$ cat src/sv/gss_pkg.sv
// Package of the gear shift sequencer: codes, register indexes, reset values and types.
`default_nettype none

package gss_pkg;

    localparam int unsigned SpeedW  = 14;
    localparam int unsigned SampleW = 12;
    localparam int unsigned TorqueW = 16;
    localparam int unsigned CfgW    = 16;
    localparam int unsigned CfgIdxW = 3;

    // Shift request codes.
    localparam logic [2:0] REQ_NONE   = 3'd0;
    localparam logic [2:0] REQ_UP     = 3'd1;
    localparam logic [2:0] REQ_DOWN   = 3'd2;
    localparam logic [2:0] REQ_FORCED = 3'd4;

    // Gear codes.
    localparam logic [1:0] GEAR_FIRST  = 2'd1;
    localparam logic [1:0] GEAR_SECOND = 2'd2;

    // Drive select code for no drive change.
    localparam logic [2:0] DRIVE_NONE = 3'd0;

    // Phase taken after the last phase ends.
    localparam logic [1:0] PHASE_RESTART = 2'd1;

    // Configuration register indexes.
    localparam logic [CfgIdxW-1:0] REG_UPSHIFT_SPEED  = 3'd0;
    localparam logic [CfgIdxW-1:0] REG_DOWNSHIFT_SPEED = 3'd1;
    localparam logic [CfgIdxW-1:0] REG_FORCED_SPEED   = 3'd2;
    localparam logic [CfgIdxW-1:0] REG_OFF_THR        = 3'd3;
    localparam logic [CfgIdxW-1:0] REG_SYNC_THR       = 3'd4;
    localparam logic [CfgIdxW-1:0] REG_ENGAGE_THR     = 3'd5;
    localparam logic [CfgIdxW-1:0] REG_END_THR        = 3'd6;
    localparam logic [CfgIdxW-1:0] REG_TORQUE_CEIL    = 3'd7;

    // Reset values of the configuration registers.
    localparam logic [SpeedW-1:0]  RST_UPSHIFT_SPEED   = 14'd5000;
    localparam logic [SpeedW-1:0]  RST_DOWNSHIFT_SPEED = 14'd3000;
    localparam logic [SpeedW-1:0]  RST_FORCED_SPEED    = 14'd1000;
    localparam logic [SampleW-1:0] RST_OFF_THR         = 12'd3072;
    localparam logic [SampleW-1:0] RST_SYNC_THR        = 12'd2048;
    localparam logic [SampleW-1:0] RST_ENGAGE_THR      = 12'd1024;
    localparam logic [SampleW-1:0] RST_END_THR         = 12'd512;
    localparam logic [TorqueW-1:0] RST_TORQUE_CEIL     = 16'd6500;

    typedef struct packed {
        logic [SpeedW-1:0]         upshift_speed;
        logic [SpeedW-1:0]         downshift_speed;
        logic [SpeedW-1:0]         forced_down_speed;
        logic [SampleW-1:0]        off_threshold;
        logic [SampleW-1:0]        sync_threshold;
        logic [SampleW-1:0]        engage_threshold;
        logic [SampleW-1:0]        end_threshold;
        logic signed [TorqueW-1:0] torque_ceiling;
    } t_cfg;

    typedef struct packed {
        logic [1:0]                gear;
        logic [SpeedW-1:0]         shaft_speed;
        logic signed [TorqueW-1:0] torque;
        logic [SampleW-1:0]        actuator_sample;
    } t_item;

    typedef struct packed {
        logic [2:0] req;
        logic [1:0] phase;
        logic       flag;
    } t_state;

    typedef struct packed {
        logic [2:0] shift_request;
        logic [1:0] phase;
        logic       request_pending;
        logic [2:0] drive_select;
    } t_result;

endpackage

`default_nettype wire

$ cat src/sv/gear_shift_sequencer.sv
// Top level of the gear shift sequencer: input register, step logic, result register.
//
//  Channel | Direction | Handshake                 | Payload
//  --------+-----------+---------------------------+------------------------------------------
//  in      | in        | i_in_valid / o_in_stall   | gear, shaft_speed, torque, actuator_sample
//  out     | out       | o_out_valid / i_out_stall | shift_request, phase, request_pending,
//          |           |                           | drive_select
//  cfg     | in        | i_cfg_we                  | i_cfg_index, i_cfg_data
//
// One item per cycle unless the output stalls; results are held in the result register.
// The input register feeds the decision and phase logic, whose result and new state
// are written together into the result and state registers in the same cycle.
// Reset clears the state, the valid flags and loads the register defaults.
// A stall at the output holds the result; the input register then fills and stalls.
`default_nettype none

module gear_shift_sequencer (
    input  wire logic                         i_clk,
    input  wire logic                         i_rst_n,
    input  wire logic                         i_in_valid,
    output logic                              o_in_stall,
    input  wire logic [1:0]                   i_gear,
    input  wire logic [gss_pkg::SpeedW-1:0]   i_shaft_speed,
    input  wire logic signed [gss_pkg::TorqueW-1:0] i_torque,
    input  wire logic [gss_pkg::SampleW-1:0]  i_actuator_sample,
    output logic                              o_out_valid,
    input  wire logic                         i_out_stall,
    output logic [2:0]                        o_shift_request,
    output logic [1:0]                        o_phase,
    output logic                              o_request_pending,
    output logic [2:0]                        o_drive_select,
    input  wire logic                         i_cfg_we,
    input  wire logic [gss_pkg::CfgIdxW-1:0]  i_cfg_index,
    input  wire logic [gss_pkg::CfgW-1:0]     i_cfg_data
);
    import gss_pkg::*;

    t_cfg    cfg;
    t_item   r_item;
    logic    r_in_vld;
    logic    n_in_vld;
    t_state  r_state;
    t_state  n_state;
    t_result step_result;
    t_result r_result;
    logic    r_out_vld;
    logic    n_out_vld;
    logic    advance;
    logic    in_take;

    gss_cfg_regs u_cfg (
        .i_clk       (i_clk),
        .i_rst_n     (i_rst_n),
        .i_cfg_we    (i_cfg_we),
        .i_cfg_index (i_cfg_index),
        .i_cfg_data  (i_cfg_data),
        .o_cfg       (cfg)
    );

    gss_step u_step (
        .i_cfg    (cfg),
        .i_item   (r_item),
        .i_state  (r_state),
        .o_state  (n_state),
        .o_result (step_result)
    );

    // The held item moves on when the result register is free or being drained.
    assign advance    = r_in_vld && (!r_out_vld || !i_out_stall);
    assign o_in_stall = r_in_vld && !advance;
    assign in_take    = i_in_valid && !o_in_stall;

    assign n_in_vld  = in_take || (r_in_vld && !advance);
    assign n_out_vld = advance || (r_out_vld && i_out_stall);

    always_ff @(posedge i_clk) begin
        if (!i_rst_n) begin
            r_in_vld  <= 1'b0;
            r_out_vld <= 1'b0;
            r_state   <= '0;
        end else begin
            r_in_vld  <= n_in_vld;
            r_out_vld <= n_out_vld;
            if (advance) begin
                r_state <= n_state;
            end
        end
    end

    always_ff @(posedge i_clk) begin
        if (in_take) begin
            r_item.gear            <= i_gear;
            r_item.shaft_speed     <= i_shaft_speed;
            r_item.torque          <= i_torque;
            r_item.actuator_sample <= i_actuator_sample;
        end
        if (advance) begin
            r_result <= step_result;
        end
    end

    assign o_out_valid       = r_out_vld;
    assign o_shift_request   = r_result.shift_request;
    assign o_phase           = r_result.phase;
    assign o_request_pending = r_result.request_pending;
    assign o_drive_select    = r_result.drive_select;

`ifndef SYNTHESIS
    // The phase only leaves zero during an upshift, and requests change only at phase zero.
    a_phase_needs_upshift: assert property (@(posedge i_clk) disable iff (!i_rst_n)
        r_state.phase != 2'd0 |-> r_state.req == REQ_UP)
        else $error("phase nonzero without an upshift request");

    // A drive level names the phase that holds it.
    a_drive_matches_phase: assert property (@(posedge i_clk) disable iff (!i_rst_n)
        o_out_valid && o_drive_select != DRIVE_NONE |->
            o_shift_request == REQ_UP && {1'b0, o_phase} == o_drive_select - 3'd1)
        else $error("drive level does not match the phase");

    // The pending flag is sticky once set.
    a_flag_sticky: assert property (@(posedge i_clk) disable iff (!i_rst_n)
        r_state.flag |=> r_state.flag)
        else $error("request flag cleared");

    // Any raised request leaves the pending flag set.
    a_request_sets_flag: assert property (@(posedge i_clk) disable iff (!i_rst_n)
        o_out_valid && o_shift_request != REQ_NONE |-> o_request_pending)
        else $error("request shown without the pending flag");
`endif

endmodule

`default_nettype wire

$ cat src/sv/gss_cfg_regs.sv
// Configuration register file of the gear shift sequencer.
`default_nettype none

module gss_cfg_regs (
    input  wire logic                         i_clk,
    input  wire logic                         i_rst_n,
    input  wire logic                         i_cfg_we,
    input  wire logic [gss_pkg::CfgIdxW-1:0]  i_cfg_index,
    input  wire logic [gss_pkg::CfgW-1:0]     i_cfg_data,
    output gss_pkg::t_cfg                     o_cfg
);
    import gss_pkg::*;

    t_cfg r_cfg;

    always_ff @(posedge i_clk) begin
        if (!i_rst_n) begin
            r_cfg.upshift_speed     <= RST_UPSHIFT_SPEED;
            r_cfg.downshift_speed   <= RST_DOWNSHIFT_SPEED;
            r_cfg.forced_down_speed <= RST_FORCED_SPEED;
            r_cfg.off_threshold     <= RST_OFF_THR;
            r_cfg.sync_threshold    <= RST_SYNC_THR;
            r_cfg.engage_threshold  <= RST_ENGAGE_THR;
            r_cfg.end_threshold     <= RST_END_THR;
            r_cfg.torque_ceiling    <= RST_TORQUE_CEIL;
        end else if (i_cfg_we) begin
            unique case (i_cfg_index)
                REG_UPSHIFT_SPEED:   r_cfg.upshift_speed     <= i_cfg_data[SpeedW-1:0];
                REG_DOWNSHIFT_SPEED: r_cfg.downshift_speed   <= i_cfg_data[SpeedW-1:0];
                REG_FORCED_SPEED:    r_cfg.forced_down_speed <= i_cfg_data[SpeedW-1:0];
                REG_OFF_THR:         r_cfg.off_threshold     <= i_cfg_data[SampleW-1:0];
                REG_SYNC_THR:        r_cfg.sync_threshold    <= i_cfg_data[SampleW-1:0];
                REG_ENGAGE_THR:      r_cfg.engage_threshold  <= i_cfg_data[SampleW-1:0];
                REG_END_THR:         r_cfg.end_threshold     <= i_cfg_data[SampleW-1:0];
                REG_TORQUE_CEIL:     r_cfg.torque_ceiling    <= i_cfg_data[TorqueW-1:0];
                default: begin
                end
            endcase
        end
    end

    assign o_cfg = r_cfg;

endmodule

`default_nettype wire

$ cat src/sv/gss_step.sv
// Shift decision and upshift phase cascade for one item, purely combinational.
`default_nettype none

module gss_step (
    input  wire gss_pkg::t_cfg    i_cfg,
    input  wire gss_pkg::t_item   i_item,
    input  wire gss_pkg::t_state  i_state,
    output gss_pkg::t_state  o_state,
    output gss_pkg::t_result o_result
);
    import gss_pkg::*;

    logic             torque_ok;
    logic [3:0]       hold;
    t_state           n_state;
    logic [2:0]       drive;
    logic [1:0]       start_phase;

    assign torque_ok = $signed(i_item.torque) <= $signed(i_cfg.torque_ceiling);

    // A phase holds while the sample stays at or above its threshold.
    assign hold[0] = i_item.actuator_sample >= i_cfg.off_threshold;
    assign hold[1] = i_item.actuator_sample >= i_cfg.sync_threshold;
    assign hold[2] = i_item.actuator_sample >= i_cfg.engage_threshold;
    assign hold[3] = i_item.actuator_sample >= i_cfg.end_threshold;

    always_comb begin
        n_state = i_state;
        drive   = DRIVE_NONE;

        if (i_state.phase == 2'd0) begin
            if (i_item.gear == GEAR_FIRST) begin
                if (i_item.shaft_speed >= i_cfg.upshift_speed && torque_ok) begin
                    n_state.req  = REQ_UP;
                    n_state.flag = 1'b1;
                end
            end else if (i_item.gear == GEAR_SECOND) begin
                if (i_item.shaft_speed <= i_cfg.downshift_speed && torque_ok) begin
                    n_state.req  = REQ_DOWN;
                    n_state.flag = 1'b1;
                end
                // The forced downshift wins over a plain downshift.
                if (i_item.shaft_speed <= i_cfg.forced_down_speed) begin
                    n_state.req  = REQ_FORCED;
                    n_state.flag = 1'b1;
                end
            end
        end

        start_phase = n_state.phase;

        // The phases fall through from the current one; the first that holds
        // wins. If none holds, the last phase ended and the cascade restarts.
        if (n_state.req == REQ_UP) begin
            n_state.phase = PHASE_RESTART;
            for (int p = 3; p >= 0; p--) begin
                if (2'(p) >= start_phase && hold[p]) begin
                    n_state.phase = 2'(p);
                    drive         = 3'(p + 1);
                end
            end
        end
    end

    assign o_state                  = n_state;
    assign o_result.shift_request   = n_state.req;
    assign o_result.phase           = n_state.phase;
    assign o_result.request_pending = n_state.flag;
    assign o_result.drive_select    = drive;

endmodule

`default_nettype wire

$ cat config.mk
export PLATFORM = sky130hd
export DESIGN_NAME = gear_shift_sequencer
export DESIGN_NICKNAME = d
export VERILOG_FILES = /design/src/sv/gss_pkg.sv /design/src/sv/gear_shift_sequencer.sv /design/src/sv/gss_cfg_regs.sv /design/src/sv/gss_step.sv
export SDC_FILE = /design/constraint.sdc
export NUM_CORES = 1
export LEC_CHECK = 0
export BUFFER_PORTS_ARGS = -buffer_cell sky130_fd_sc_hd__buf_2
export CELL_PAD_IN_SITES_DETAIL_PLACEMENT = 0
export CELL_PAD_IN_SITES_GLOBAL_PLACEMENT = 1
export CORE_ASPECT_RATIO = 2
export CORE_MARGIN = 3
export CORE_UTILIZATION = 35
export DETAILED_ROUTE_END_ITERATION = 6
export PLACE_DENSITY_LB_ADDON = 0.1
export SETUP_SLACK_MARGIN = 0.1
export SYNTH_ARGS = -nofsm -noshare
export SYNTH_HDL_FRONTEND = slang
export SYNTH_SLANG_ARGS = --single-unit
$ cat constraint.sdc
create_clock -name i_clk -period 3.8 [get_ports i_clk]
set_clock_uncertainty 0.05 [all_clocks]
set_input_delay 0.38 -clock i_clk [delete_from_list [all_inputs] [get_ports i_clk]]
set_output_delay 0.38 -clock i_clk [all_outputs]
set_load 0.02 [all_outputs]
== Yosys cells after proc, flatten, opt, wreduce, memory -nomap -nowiden ==
Cells that the tools add are included.
Storage, ports and cells
  bits in registers: 167
  bits in latches: 0
  RAM bits: 0
  bits in read-only memories: 0
  input bits: 68
  output and inout port bits: 11
  word-level logic and storage cells: 96
  memories: 0
Cells by class
  $add $sub $neg: 0
  multiply operators: 0
  div/mod/pow operators: 0
  magnitude comparators: 12
  eq/ne operators: 10
  shift-type cells: 0
  multiplexer cells: 21
  bitwise logic cells: 1
  reduce and logical (&&, ||, !) cells: 29
Operators with widths (count)
  $ge A12 B12 Y1: 4
  $le A14 B14 Y1: 2
  $mux W3: 7
  $le A16 B16 Y1: 1
  $reduce_and A2 Y1: 8
  $ge A14 B14 Y1: 1
  $mux W2: 7
  $eq A3 B3 Y1 const B: 4
  $logic_and A1 B1 Y1: 10
  $mux W1: 7
  $eq A3 B1 Y1 const B: 2
  $eq A3 B2 Y1 const B: 2
  $ge A1 B2 Y1 const A: 2
  $ge A2 B2 Y1 const A: 2
  $logic_not A1 Y1: 4
  $reduce_or A4 Y1: 1
  $logic_not A3 Y1: 1
  $logic_or A1 B1 Y1: 3
  $eq A2 B1 Y1 const B: 1
  $eq A2 B2 Y1 const B: 1
  $logic_not A2 Y1: 1
  $reduce_or A2 Y1: 1
  $not A1 Y1: 1

== Longest topological paths before layout ==
  word-level depth: 10
  mapped depth: 11
  gate-level depth less buffers: 10

== Cells and area by module ==
Synthesis repeated with hierarchy kept, for this count alone.
Second synthesis, totals
  cell total of the unflattened synthesis: 886
  area total of the unflattened synthesis: 8944.8 um^2
By module, submodules not included
  gss_cfg_regs: instances 1, cells an instance 388, area an instance 4063.9 um^2, sequential area each 2122.0 um^2
  gss_step: instances 1, cells an instance 411, area an instance 2961.6 um^2, sequential area each 0.0 um^2
  gear_shift_sequencer: instances 1, cells an instance 87, area an instance 1919.3 um^2, sequential area each 1751.7 um^2

== Least setup slack after synthesis ==
Ideal clock, no wire load.
  path kind: register -> register
  from: register r_out_vld (netlist: o_out_valid)
  to: register r_item[0] in the netlist's numbering, enable pin
  setup time: 0.450 ns
  arrival time: 2.654 ns
  data required time: 3.300 ns
  slack: 0.646 ns
  stages on the path, launching flop included: 3
  buffers on the path: 0
  clock period less this slack: 3.154 ns
  cell sequence: dfxtp_1 and3_1 nor2b_1
On the way
  longest elaborated chain between the ends: 7
Ends and longest elaborated chain
  start, declared: RTL line gear_shift_sequencer.sv:46  | logic r_out_vld;
  start signal, assigned: RTL line gear_shift_sequencer.sv:83  | r_out_vld <= n_out_vld;
  $logic_not A1 Y1: RTL line gear_shift_sequencer.sv:69  | assign advance = r_in_vld && (!r_out_vld || !i_out_stall);
  $logic_or A1 B1 Y1: RTL line gear_shift_sequencer.sv:69
  $logic_and A1 B1 Y1: RTL line gear_shift_sequencer.sv:69
  $logic_not A1 Y1: RTL line gear_shift_sequencer.sv:70  | assign o_in_stall = r_in_vld && !advance;
  $logic_and A1 B1 Y1: RTL line gear_shift_sequencer.sv:70
  net o_in_stall: RTL line gear_shift_sequencer.sv:21  | output logic o_in_stall,
  $logic_not A1 Y1: RTL line gear_shift_sequencer.sv:71  | assign in_take = i_in_valid && !o_in_stall;
  $logic_and A1 B1 Y1: RTL line gear_shift_sequencer.sv:71
  net in_take: RTL line gear_shift_sequencer.sv:49  | logic in_take;
  end, declared: RTL line gear_shift_sequencer.sv:39  | t_item r_item;
The timed path passes the listed nets, and every way through them passes these cells.
A chain may end at the register's enable or synchronous reset.

==> qor.csv <==
stage,metric,value,unit
pwr,Flop pwr share,48.8,%
sta,setup repair after global routing missed its margin,no,
clock_tree,CTS tree,done,
synthesis,ys flop type,dfxtp_1,
global_routing,GRT Util Overall,18.95,%
synthesis,Synth Area in Adders,15.22,%
finish,most frequent cells in the layout,"nand2_1 (202), dfxtp_1 (114), inv_1 (109), ha_1 (106)",
synthesis,largest cells by area after synthesis,"dfxtp_1 (26%), edfxtp_1 (18%), ha_1 (15%)",
finish,# nets final,1183,
placed_design,GPL Wtd Cong,0.7913,
sta,Setup Viol. Count Final,0,
synthesis,count of cell types in the netlist,56,
outcome,status,"finished, final reports clean",
sta,"Slew Viols, Final",0,
sta,Max-Slew Margin vs Limit,26.48,%
global_routing,vias in the first global route,6794,
routing,wire per inst,18.14,µm
pwr,total power,0.003996,W
routing,Detailed Route WL,24560,µm
finish,post-route cell area,9970,µm²
setup_path,CP max FO,6,
die,Initial Util,35.53,%
pwr,PwrDens,400.8,nW/µm²
clock_tree,cts hold-fix bufs,0,
synthesis,Mapped Cells,946,
clock_tree,CTS root buffer,clkbuf_16,
setup_path,CP Class,register to register,
pwr,Clock power frac,40.4,%
pwr,switching power,0.001020,W
synthesis,post-synthesis mux area share,0.3446,%
synthesis,combinational family with the most area after synthesis,compound AO/OA/AOI/OAI gates,
finish,fill cell count,2561,
pwr,Sw Share,25.52,%
sta,fin crit share,83.80,%
clock_tree,clk sinks,167,
placed_design,IO buf count,78,
setup_path,crit path DAT,3.32,ns
die,Core ar.,24530,µm²
synthesis,post-synthesis simple-gate area fraction,15.82,%
min_path,Min-Delay Path Class,primary input to register,
placed_design,Post-Place Cells,1322,
sta,Hold Fails Final Rpt,0,
clock_tree,Post-CTS Setup Bufs,0,
placed_design,dpl hpwl,18000,µm
finish,Antenna Cells,0,
routing,DRC viols,0,
pwr,Leak,3.949,nW
sta,final setup TNS,0,ns
placed_design,DP Area,9433,µm²
pwr,VDD IR max,304.8,µV
die,Die X,117.6,µm
synthesis,ys async rst share,0,%
synthesis,post-synthesis sequential area ratio,44.46,%
die,I/O pin total,79,
clock_tree,post-cts sizing count,0,
synthesis,#FFs+latches synth,167,
die,# rows,81,
clock_tree,worst skew pair latency,0.44,ns
routing,Vias,6557,
synthesis,cell taking the most area after synthesis,dfxtp_1,
synthesis,Mapped Nets,1120,
finish,Post-Layout Cell Count,1354,
clock_tree,clock buffer count from CTS,17,
global_routing,pin count of the biggest net entering global routing,52,
setup_path,Crit path required time,3.94,ns
routing,Pre-antenna DRT Iters,4,
sta,Slew @ Worst Pin,1.099,ns
finish,layout cell share with drive strength beyond 1,13.01,%
synthesis,top-area cell type share of the netlist area,26.19,%
finish,"commonest non-fill, non-tap cell in the layout",nand2_1,
setup_path,startpoint types,register,
setup_path,Crit. End Element,register,
job,Max Cap Viol,0,
clock_tree,H-tree levels,4,
sta,Highest Clock Rate,314.0,MHz
clock_tree,CTS clock-pin slew for the worst setup and hold paths,0.06,ns
clock_tree,CTS Buffer Depth,2,
sta,Period minus WS final,3.184,ns
die,DIE HEIGHT,229.1,µm
synthesis,Yosys Warn Count,0,
global_routing,gr ovfl total,0,
routing,via/cell ratio,4.843,
synthesis,Post-synth EDFFs,53,
finish,area grow syn2layout,14.42,%
routing,Detailed Route Iter0 Violations,258,
synthesis,Syn Std Cell Area,8713,µm²
synthesis,"Avg Cell Area, Syn",9.211,µm²
synthesis,Post-Synth XOR/XNOR Area,0,%
global_routing,initial antenna violation count,0,
pwr,internal power,0.002976,W
routing,antenna-violating nets left,0,
die,Die ar.,26940,µm²
pwr,combinational share of power,10.8,%
synthesis,Compound-Gate Fraction of Synth Area,17.17,%
global_routing,first-pass GRT wire length,38530,µm
[power by group through the flow]
stage / sequential [W] / combinational, W / clock (W)
after floorplan: 0.00198 / 0.000274 / 0
after global placement: 0.00199 / 0.000442 / 0
after detailed placement: 0.00199 / 0.000442 / 0
after CTS: 0.00195 / 0.000444 / 0.00168
after global routing: 0.00195 / 0.000498 / 0.00175
final: 0.00195 / 0.000431 / 0.00162
[per-layer routing]
layer,track usage [%],part of all wire [%]
met1,19.60,39
met2,36.81,56
met4,7.450,3.1
met5,0,0
met3,3.830,2.4
[final timing paths]
kind / start / endpoint / slack [ns] / cells past startpoint
hold reg to reg: u_cfg.o_cfg[74] / u_cfg.o_cfg[74] / 0.41 / 2
hold / removal: i_torque[15] / r_item[27] / 0.06 / 1
setup reg to reg: r_item[30] / o_phase[0] / 0.62 / 9
setup / recovery: r_item[30] / o_phase[0] / 0.62 / 9
[stage by stage]
step	worst slack, ns	util [%]	hold WS (ns)
floorplan	0.6457	-	0.3935
global placement	0.6315	38.46	0.3990
detailed placement	0.5929	38.46	0.4073
CTS	0.5607	40.65	0.03060
global route	0.3528	40.65	0.03181
finish	0.6156	40.65	0.06127
[flip-flops by register name, summed over array words and instances, names as in the netlist]
name               cells
r_item                44
u_cfg.o_cfg          106
o_drive_select         3
o_out_valid            1
r_state                6
o_request_pending      1
o_shift_request        3
r_in_vld               1
o_phase                2
[cells in the mapped netlist, drive strengths merged (2+ instances only)]
cell / instances
a2111o: 2
a211oi: 7
a21boi: 78
a21o: 3
a21oi: 30
a22o: 3
a31o: 2
a31oi: 3
and3: 5
and4: 2
buf: 9
clkbuf: 34
dfxtp: 114
edfxtp: 53
ha: 106
inv: 109
mux2: 2
nand2: 202
nand2b: 7
nand3: 13
nand4: 14
nand4b: 2
nor2: 26
nor2b: 17
nor3: 7
nor3b: 2
nor4: 3
o211ai: 34
o21a: 10
o21ai: 24
o31ai: 2
o41ai: 3
or2: 3
[layout make-up]
cell class / count / area (µm²) / share of cell area (%)
Multi-Input combinational cell: 627 / 4264 / 42.77
Inverter: 109 / 409.1 / 4.104
Tap cell: 332 / 415.4 / 4.167
Timing Repair Buffer: 87 / 470.5 / 4.719
Clock inverter: 10 / 50.05 / 0.5020
Clock buffer: 22 / 486.7 / 4.882
Sequential cell: 167 / 3874 / 38.86
[logic make-up (layout without fill, tap and decap cells)]
kind of cell | count (synthesis) | after routing
buf+inv | 152 | 228
mux | 2 | 2
simple gates | 308 | 308
flops | 167 | 167
fa+ha+maj | 106 | 106
compound gates | 211 | 211
[worst max-delay path, stage by stage, from the launching register on]
cell and delay, ns:
edfxtp_1 0.42, ha_1 0.32, nand2_1 0.05, o21ai_0 0.26, a21oi_1 0.16, o41ai_1 0.47
nor4b_2 0.46, or2_1 0.27, and2_4 0.19, mux2_4 0.29
No activity file was read; power rests on OpenSTA's default activity.
